--- config.mk ---
export PLATFORM = sky130hd
export DESIGN_NAME = oled_command_decoder_unit
export DESIGN_NICKNAME = d
export VERILOG_FILES = /design/src/rtl/ocd_pkg.sv /design/src/rtl/ocd_decode.sv /design/src/rtl/oled_command_decoder_unit.sv
export SDC_FILE = /design/constraint.sdc
export NUM_CORES = 1
export LEC_CHECK = 0
export ABC_AREA = 1
export BUFFER_PORTS_ARGS = -buffer_cell sky130_fd_sc_hd__clkbuf_2
export CAP_MARGIN = 10
export CORE_ASPECT_RATIO = 1.4
export CORE_MARGIN = 4
export CORE_UTILIZATION = 45
export CTS_CLUSTER_DIAMETER = 50
export CTS_CLUSTER_SIZE = 8
export DETAILED_ROUTE_END_ITERATION = 16
export PLACE_DENSITY = 0.66
export SLEW_MARGIN = 10
export SYNTH_ARGS = -nofsm -noshare
export SYNTH_HDL_FRONTEND = slang
export SYNTH_SLANG_ARGS = --single-unit
--- constraint.sdc ---
create_clock -name clk -period 3.94 [get_ports clk]
set_clock_uncertainty 0.05 [all_clocks]
set_input_delay 0 -clock clk [delete_from_list [all_inputs] [get_ports clk]]
set_output_delay 0 -clock clk [all_outputs]
set_load 0.005 [all_outputs]
--- src/rtl/ocd_pkg.sv ---
// Package for the OLED command decoder: command codes, argument selectors,
// decoder state and result types, reset values. No dependencies.
package ocd_pkg;

  // Graphic RAM geometry
  localparam int PAGES   = 16;
  localparam int COLUMNS = 128;

  // Single-byte command codes and ranges
  localparam logic [7:0] CMD_COL_LO       = 8'h00;
  localparam logic [7:0] CMD_COL_LO_LAST  = 8'h0f;
  localparam logic [7:0] CMD_COL_HI       = 8'h10;
  localparam logic [7:0] CMD_COL_HI_LAST  = 8'h17;
  localparam logic [7:0] CMD_ADDR_PAGE    = 8'h20;
  localparam logic [7:0] CMD_ADDR_VERT    = 8'h21;
  localparam logic [7:0] CMD_SEG_NORMAL   = 8'ha0;
  localparam logic [7:0] CMD_SEG_REMAP    = 8'ha1;
  localparam logic [7:0] CMD_ENTIRE_OFF   = 8'ha4;
  localparam logic [7:0] CMD_ENTIRE_ON    = 8'ha5;
  localparam logic [7:0] CMD_NORMAL       = 8'ha6;
  localparam logic [7:0] CMD_REVERSE      = 8'ha7;
  localparam logic [7:0] CMD_DISP_OFF     = 8'hae;
  localparam logic [7:0] CMD_DISP_ON      = 8'haf;
  localparam logic [7:0] CMD_PAGE         = 8'hb0;
  localparam logic [7:0] CMD_PAGE_LAST    = 8'hbf;
  localparam logic [7:0] CMD_SCAN         = 8'hc0;
  localparam logic [7:0] CMD_SCAN_LAST    = 8'hcf;
  localparam logic [7:0] CMD_NOP          = 8'he3;

  // Two-byte command codes
  localparam logic [7:0] CMD_CONTRAST     = 8'h81;
  localparam logic [7:0] CMD_MUX          = 8'ha8;
  localparam logic [7:0] CMD_OFFSET       = 8'hd3;
  localparam logic [7:0] CMD_DCDC         = 8'had;
  localparam logic [7:0] CMD_OSC          = 8'hd5;
  localparam logic [7:0] CMD_PRECHARGE    = 8'hd9;
  localparam logic [7:0] CMD_VCOM         = 8'hdb;
  localparam logic [7:0] CMD_START        = 8'hdc;

  // Command awaiting its argument byte
  typedef enum logic [3:0] {
    ARG_NONE      = 4'd0,
    ARG_CONTRAST  = 4'd1,
    ARG_MUX       = 4'd2,
    ARG_OFFSET    = 4'd3,
    ARG_DCDC      = 4'd4,
    ARG_OSC       = 4'd5,
    ARG_PRECHARGE = 4'd6,
    ARG_VCOM      = 4'd7,
    ARG_START     = 4'd8
  } arg_t;

  typedef enum logic [1:0] {
    ST_OK      = 2'd0,
    ST_UNKNOWN = 2'd1,
    ST_ARG     = 2'd2
  } status_t;

  typedef struct packed {
    logic [6:0] col_ptr;
    logic [3:0] page_ptr;
    logic       addr_mode;
    logic [7:0] contrast_reg;
    logic       seg_remap;
    logic [6:0] mux_ratio;
    logic       entire_on;
    logic       reverse_flag;
    logic [6:0] disp_offset;
    logic [7:0] dcdc_reg;
    logic       power_on;
    logic       scan_reverse;
    logic [7:0] osc_reg;
    logic [7:0] precharge_reg;
    logic [7:0] vcom_reg;
    logic [6:0] start_line;
    arg_t       pending_arg;
  } ocd_state_t;

  localparam ocd_state_t STATE_RESET = '{
    col_ptr:       7'd0,
    page_ptr:      4'd0,
    addr_mode:     1'b0,
    contrast_reg:  8'h80,
    seg_remap:     1'b0,
    mux_ratio:     7'h7f,
    entire_on:     1'b0,
    reverse_flag:  1'b0,
    disp_offset:   7'd0,
    dcdc_reg:      8'h81,
    power_on:      1'b0,
    scan_reverse:  1'b0,
    osc_reg:       8'h50,
    precharge_reg: 8'h22,
    vcom_reg:      8'h35,
    start_line:    7'd0,
    pending_arg:   ARG_NONE
  };

  typedef struct packed {
    logic       ram_write;
    logic [3:0] ram_page;
    logic [6:0] ram_column;
    logic [7:0] ram_byte;
    status_t    status;
  } ocd_result_t;

endpackage

--- src/rtl/ocd_decode.sv ---
// Combinational decode of one received byte: next controller state and
// the RAM write / status of the item. Depends on ocd_pkg.
module ocd_decode import ocd_pkg::*; (
  input  ocd_state_t  state,
  input  logic        is_data,
  input  logic [7:0]  byte_value,
  output ocd_state_t  state_nxt,
  output ocd_result_t result
);

  logic [4:0] page_inc;
  logic [7:0] col_inc;

  assign page_inc = {1'b0, state.page_ptr} + 5'd1;
  assign col_inc  = {1'b0, state.col_ptr} + 8'd1;

  always_comb begin
    state_nxt         = state;
    result.ram_write  = 1'b0;
    result.ram_page   = 4'd0;
    result.ram_column = 7'd0;
    result.ram_byte   = 8'd0;
    result.status     = ST_OK;

    if (is_data) begin
      // data byte: write at the pointer if inside the RAM, then advance
      state_nxt.pending_arg = ARG_NONE;
      if (({1'b0, state.page_ptr} < 5'(PAGES)) && ({1'b0, state.col_ptr} < 8'(COLUMNS))) begin
        result.ram_write  = 1'b1;
        result.ram_page   = state.page_ptr;
        result.ram_column = state.col_ptr;
        result.ram_byte   = byte_value;
      end
      if (state.addr_mode) begin
        state_nxt.page_ptr = (page_inc >= 5'(PAGES)) ? 4'd0 : page_inc[3:0];
      end else begin
        state_nxt.col_ptr = (col_inc >= 8'(COLUMNS)) ? 7'd0 : col_inc[6:0];
      end
    end else if (state.pending_arg != ARG_NONE) begin
      // argument byte of a two-byte command
      result.status         = ST_ARG;
      state_nxt.pending_arg = ARG_NONE;
      unique case (state.pending_arg)
        ARG_CONTRAST:  state_nxt.contrast_reg  = byte_value;
        ARG_MUX:       state_nxt.mux_ratio     = byte_value[6:0];
        ARG_OFFSET:    state_nxt.disp_offset   = byte_value[6:0];
        ARG_DCDC:      state_nxt.dcdc_reg      = byte_value;
        ARG_OSC:       state_nxt.osc_reg       = byte_value;
        ARG_PRECHARGE: state_nxt.precharge_reg = byte_value;
        ARG_VCOM:      state_nxt.vcom_reg      = byte_value;
        ARG_START:     state_nxt.start_line    = byte_value[6:0];
        default:       state_nxt.pending_arg   = ARG_NONE;
      endcase
    end else begin
      // command byte
      unique case (byte_value) inside
        [CMD_COL_LO:CMD_COL_LO_LAST]: state_nxt.col_ptr[3:0] = byte_value[3:0];
        [CMD_COL_HI:CMD_COL_HI_LAST]: state_nxt.col_ptr[6:4] = byte_value[2:0];
        [CMD_PAGE:CMD_PAGE_LAST]:     state_nxt.page_ptr     = byte_value[3:0];
        [CMD_SCAN:CMD_SCAN_LAST]:     state_nxt.scan_reverse = byte_value[3];
        CMD_ADDR_PAGE, CMD_ADDR_VERT:   state_nxt.addr_mode    = byte_value[0];
        CMD_SEG_NORMAL, CMD_SEG_REMAP:  state_nxt.seg_remap    = byte_value[0];
        CMD_ENTIRE_OFF, CMD_ENTIRE_ON:  state_nxt.entire_on    = byte_value[0];
        CMD_NORMAL, CMD_REVERSE:        state_nxt.reverse_flag = byte_value[0];
        CMD_DISP_OFF, CMD_DISP_ON:      state_nxt.power_on     = byte_value[0];
        CMD_NOP:                        result.status          = ST_OK;
        CMD_CONTRAST:  state_nxt.pending_arg = ARG_CONTRAST;
        CMD_MUX:       state_nxt.pending_arg = ARG_MUX;
        CMD_OFFSET:    state_nxt.pending_arg = ARG_OFFSET;
        CMD_DCDC:      state_nxt.pending_arg = ARG_DCDC;
        CMD_OSC:       state_nxt.pending_arg = ARG_OSC;
        CMD_PRECHARGE: state_nxt.pending_arg = ARG_PRECHARGE;
        CMD_VCOM:      state_nxt.pending_arg = ARG_VCOM;
        CMD_START:     state_nxt.pending_arg = ARG_START;
        default:       result.status = ST_UNKNOWN;
      endcase
    end
  end

endmodule

--- src/rtl/oled_command_decoder_unit.sv ---
// OLED command decoder: result valid in the cycle after input accept.
// Throughput 1 item per cycle; the result register refills in the cycle
// it is taken, so the only stall is a held result with out_tready low.
// Synchronous active-low reset restores controller defaults and empties
// the result register.
// Depends on ocd_pkg and ocd_decode.
module oled_command_decoder_unit import ocd_pkg::*; (
  input  logic        clk,
  input  logic        rst_n,
  input  logic        in_tvalid,
  output logic        in_tready,
  input  logic [7:0]  in_tdata,   // [7:0] byte_value
  input  logic        in_tuser,   // [0] req_type
  output logic        out_tvalid,
  input  logic        out_tready,
  output logic [47:0] out_tdata,  // [3:0] ram_page, [10:4] ram_column,
                                  // [18:11] ram_byte, [20:19] status,
                                  // [21] panel_on, [29:22] contrast_level,
                                  // [30] reverse_video, [31] all_pixels_on,
                                  // [32] vertical_mode, [39:33] column_pointer,
                                  // [43:40] page_pointer, [47:44] zero
  output logic        out_tuser   // [0] ram_write
);

  ocd_state_t  state_r, state_nxt;
  ocd_result_t result;
  logic        out_valid_r;
  logic [47:0] out_data_r;
  logic        out_user_r;
  logic        accept;

  assign in_tready = !out_valid_r || out_tready;
  assign accept    = in_tvalid && in_tready;

  ocd_decode u_decode (
    .state      (state_r),
    .is_data    (in_tuser),
    .byte_value (in_tdata),
    .state_nxt  (state_nxt),
    .result     (result)
  );

  // controller state
  always_ff @(posedge clk) begin
    if (!rst_n) begin
      state_r <= STATE_RESET;
    end else if (accept) begin
      state_r <= state_nxt;
    end
  end

  // result valid flag
  always_ff @(posedge clk) begin
    if (!rst_n) begin
      out_valid_r <= 1'b0;
    end else if (accept) begin
      out_valid_r <= 1'b1;
    end else if (out_tready) begin
      out_valid_r <= 1'b0;
    end
  end

  // result payload, loaded with the state as it stands after the item
  always_ff @(posedge clk) begin
    if (accept) begin
      out_user_r <= result.ram_write;
      out_data_r <= {4'd0, state_nxt.page_ptr, state_nxt.col_ptr,
                     state_nxt.addr_mode, state_nxt.entire_on,
                     state_nxt.reverse_flag, state_nxt.contrast_reg,
                     state_nxt.power_on, result.status, result.ram_byte,
                     result.ram_column, result.ram_page};
    end
  end

  assign out_tvalid = out_valid_r;
  assign out_tdata  = out_data_r;
  assign out_tuser  = out_user_r;

endmodule

## Word level (Yosys, flattened, before mapping)

Index checks and enable logic that the tools add are counted.

- Add/subtract/negate cells: 2
- Multipliers: 0
- Divide/modulo/power cells: 0
- Order comparisons: 10
- Equality and inequality tests: 27
- Shift-type cells: 0
- Mux-type cells: 39
- Bitwise logic cells: 2
- Reductions and logical operators: 27

Operator list:

| kind | number |
|---|---|
| 8-bit equality test, second input constant | 17 |
| 67-bit 2-to-1 mux | 1 |
| 8-bit 2-to-1 mux | 6 |
| 7-bit 2-to-1 mux | 6 |
| 4-bit AND reduction | 9 |
| 4-bit one-hot mux with 8 select lines | 1 |
| 31-bit 2-to-1 mux | 1 |
| 8-bit greater-or-equal comparator, second input constant | 3 |
| 4-bit 2-to-1 mux | 6 |
| 23-bit OR reduction | 1 |
| 20-bit 2-to-1 mux | 1 |
| 4-bit by 3-bit equality test with 1-bit output, second input constant | 4 |
| 8-bit by 6-bit equality test with 1-bit output, second input constant | 2 |
| 8-bit less-or-equal comparator, second input constant | 2 |
| 15-bit 2-to-1 mux | 1 |
| 12-bit 2-to-1 mux | 1 |
| 2-bit OR reduction | 6 |
| 11-bit 2-to-1 mux | 1 |
| 1-bit 2-to-1 mux | 10 |
| 10-bit nonzero test | 1 |
| 7-bit by 1-bit adder with 8-bit output, second input constant | 1 |
| 4-bit by 2-bit equality test with 1-bit output, second input constant | 2 |
| 8-bit by 1-bit greater-or-equal comparator with 1-bit output, second input constant | 1 |
| 8-bit by 5-bit greater-or-equal comparator with 1-bit output, second input constant | 1 |
| other kinds (15) | 22 |

- Register bits after elaboration: 128
- Bits in latches: 0
- Memory bits (writable): 0
- Memory bits (read-only): 0
- Input bits: 13
- Output and inout port bits: 51
- Logic and storage cells: 130
- Memories: 0

## Longest topological paths before layout

- Word-level depth: 5
- Gate-level depth with buffers: 10
- Depth with buffers taken out: 10

## Modules after synthesis

A second synthesis with hierarchy kept.

- Cell total of the unflattened synthesis: 951
- Area, all modules: 6806.5 um^2

By module, submodules not included:

| module | times used | cells each | area an instance (um^2) | seq. area each (um^2) |
|---|---|---|---|---|
| oled_command_decoder_unit | 1 | 555 | 4968.5 | 3012.9 |
| ocd_decode | 1 | 396 | 1838.0 | 0.0 |

## Worst setup path after synthesis

OpenSTA, ideal clock, no wires.

- Kind: register -> register
- From: reg out_valid_r, in the netlist out_tvalid
- To: reg state_r[1] (netlist name)
- Setup time: 68 ps
- Data arrival time: 1642 ps
- Slack: 2180 ps
- Cell stages (with the launch flop): 7
- Buffers on the path: 1
- Period minus slack after synthesis: 1760 ps
- Path through: dfxtp_1 -> nand2_1 -> nand2_1 -> inv_1 -> buf_2 -> nand4_1 -> a21oi_2

- Word-level cells in the longest chain between the ends: 4

Ends and longest elaborated chain:

| what | line | text |
|---|---|---|
| from (decl) | oled_command_decoder_unit.sv:27 | `logic out_valid_r;` |
| from (signal assigned) | oled_command_decoder_unit.sv:55 | `out_valid_r <= 1'b0;` |
| from (signal assigned) | oled_command_decoder_unit.sv:57 | `out_valid_r <= 1'b1;` |
| from (signal assigned) | oled_command_decoder_unit.sv:59 | `out_valid_r <= 1'b0;` |
| 1-bit zero test | oled_command_decoder_unit.sv:32 | `assign in_tready = !out_valid_r \|\| out_tready;` |
| 1-bit logical OR | oled_command_decoder_unit.sv:32 |  |
| via in_tready | oled_command_decoder_unit.sv:11 | `output logic in_tready,` |
| 1-bit logical AND | oled_command_decoder_unit.sv:33 | `assign accept = in_tvalid && in_tready;` |
| via accept | oled_command_decoder_unit.sv:30 | `logic accept;` |
| 2-bit AND reduction (no line) | -- |  |
| to (signal assigned) | oled_command_decoder_unit.sv:48 | `state_r <= state_nxt;` |
| to (decl) | oled_command_decoder_unit.sv:25 | `ocd_state_t state_r, state_nxt;` |

The timed path passes the listed nets, and every way through them passes these cells.
A chain may end at the register's enable or synchronous reset.

## Worst setup path in the final report

- From: reg out_valid_r, in the netlist out_tvalid
- To: reg state_r[1] (netlist name)

- Word-level cells in the longest chain between the ends: 4

Ends and longest elaborated chain:

| what | line |
|---|---|
| 1-bit zero test | oled_command_decoder_unit.sv:32 |
| 1-bit logical OR | oled_command_decoder_unit.sv:32 |
| 1-bit logical AND | oled_command_decoder_unit.sv:33 |
| 2-bit AND reduction (no line) | -- |

No other way between the ends.

==> results.ini <==
[cts]
cts_max_path_buffers = 2
cts.sinks = 73
cts-root-buf = clkbuf_8
cts_buffers = 9
clock_latency_ns = 0.36
cts_setup_buffers = 0
path_clk_slew_ns = 0.07
cts-resized-gates = 0
cts_tree = built
ctsHtreeMaxLevel = 3
hold_buffers = 9

[yosys]
synth_top_flop_cell = edfxtp_1
syn_area_um2 = 3630
netlist_top_cells_area = edfxtp_1 (37%), dfxtp_1 (15%), nand2_1 (8.8%)
synth.most_common_cell = nand2_1
yosysTopAreaCell = edfxtp_1
ys_seq_area_frac = 0.527
postSynth.asyncResetShare = 0
synth_cell_types = 40
synth_top_area_frac = 0.372
netlist_instances = 434
synth_edf_count = 45
synth_commonest_cells = nand2_1 (85), inv_1 (70), nor2_1 (52), edfxtp_1 (45), o21ai_0 (42)
ys_ff_latch = 73
synth_warnings = 0
avgSynthCellArea_um2 = 8.36

[sta]
rsz0062_at_grt = no
fin_crit_sh = 0.499
finalSetupViolCount = 0
setup_tns_ns = 0
max_slew_margin = 0.388
final.setup.worst_slack_ns = 1.97
finalHoldViolCount = 0
maxSlewViolCount = 0
timing.fmax_mhz = 509
period_minus_slack_ns = 1.97
worst_pin_slew_ns = 0.912

[critical_path]
start_kind = register
crit_fanout = 62
cp.required_ns = 4.11
setup.worst_path.class = reg -> reg
startpoint = out_tvalid$_SDFFE_PN0P_
cp-end-kind = register
critPathArrivalTime_ns = 2.14
r2r_start = out_tvalid$_SDFFE_PN0P_

[power_and_ir_drop]
power.leakage_nw = 2.07
vdd_drop_max_mv = 0.249
power-per-cell-area_nw_per_um2 = 399

[placed_design]
detailed_place_hpwl_um = 5520
place_ws_ns = 1.90
gp_congestion = 0.943
port_buffers = 59
dpl_cell_area_um2 = 3990

[global_routing]
grt_usage = 0.174
grt_max_degree = 63
grt_first_pass_wirelength_um = 13300
antenna_found_initial = 0
grt_pass1_vias = 2860
grt.overflow.total = 0

[drt]
drc = 0
ant_nets = 0
wl_per_cell_um = 13.0
vias = 3046
drt_iter0_drc = 214
routed_via_density = 5.02
routed_wirelength_um = 7920
dr.pass1.iters = 5

[finish]
drive_gt1_frac = 0.199
multi_input_area_um2 = 1360
final_util = 0.548
nets = 517
area_delta_synth_final_pct = 17.8
fillers = 731
final_area_um2 = 4280
register_area_um2 = 1910
diodes = 0

[min_path]
worstHoldPathType = in -> reg
min_from = in_tdata[0]

[floorplan]
fp.dieW_um = 83.9
rows = 38
core_area_um2 = 7800
die_area_um2 = 9580
die_h_um = 114
io_pins = 64
initial_core_util = 0.465

[flow_run]
drv_cap = 0

[run_status]
outcome = finished clean

## registers in the layout, indices dropped and copies added, names as in the netlist
register / count
out_tdata: 44
state_r: 27
out_tuser: 1
out_tvalid: 1
## power breakdown
group	internal, mW	switching (mW)
sequential	0.876	0.0283
combinational	0.0816	0.143
clock	0.305	0.272
## stage by stage
step,cells,hold slack (ns),power (mW)
after floorplan,437,0.0489,1.06
after global placement,582,0.204,1.13
after detailed placement,582,0.226,1.14
after CTS,607,0.00527,1.72
after global routing,607,0.0234,1.79
final,607,0.0170,1.71
## cell families (layout without fill, tap and decap cells)
logic type	Yosys count	count (layout)	share of synthesized area
simple gates	175	175	0.217
buf+inv	92	162	0.103
compound gates	88	88	0.138
flops	73	73	0.527
xor+xnor	3	3	0.00724
fa+ha+maj	2	2	0.00690
other cells	1	4	0.00103
## cell usage in the layout, fill, tap and decap left out, types with 2 or more instances in the layout
master / instances
nor2_1: 52
clkbuf_8: 10
nand2_1: 85
ha_1: 2
o32ai_1: 2
dlygate4sd3_1: 9
nand2_2: 2
clkbuf_2: 59
o211ai_1: 4
nor2_4: 4
nor3_1: 4
clkinv_2: 3
o21ai_1: 8
xor2_1: 3
nand4_1: 6
o31ai_1: 2
nor2_2: 4
conb_1: 4
edfxtp_1: 45
buf_4: 2
o21ai_0: 42
nand3_1: 12
dfxtp_1: 28
inv_2: 4
clkinv_1: 3
a21oi_2: 3
a21oi_1: 20
inv_1: 69
## per-layer routing
| layer | up-vias | track usage | part of all wire |
|---|---|---|---|
| met1 | 1412 | 0.196 | 0.42 |
| met2 | 75 | 0.307 | 0.51 |
| li1 | 1546 | - | - |
| met3 | 13 | 0.0482 | 0.055 |
| met4 | 0 | 0.0794 | 0.023 |
| met5 | - | 0 | 0 |
## final timing paths
path / end / slack [ns] / cells past startpoint
hold / removal: out_tdata[11]$_SDFFCE_PN0P_ / 0.02 / 3
setup / recovery: state_r[1]$_SDFFE_PN0P_ / 1.97 / 8
setup reg to reg: state_r[1]$_SDFFE_PN0P_ / 1.97 / 8
hold reg to reg: state_r[69]$_SDFFE_PN1P_ / 0.42 / 2
## critical path, stage by stage, from the launching register on
cell	delay [ns]
dfxtp_1	0.32
nand2_1	0.10
nand2_1	0.06
buf_4	0.23
inv_2	0.13
buf_4	0.60
nand2_2	0.16
nand2_1	0.11
a21oi_2	0.05
## area by class of cell
cell class	instances	area share
clock inverters	6	0.0135
multi-input cells	272	0.317
well taps	100	0.0293
clock buffers	10	0.0322
repair buffers	70	0.0936
inverters	76	0.0673
flip-flops and latches	73	0.447
Note: power is estimated with default switching activity, not from simulation.
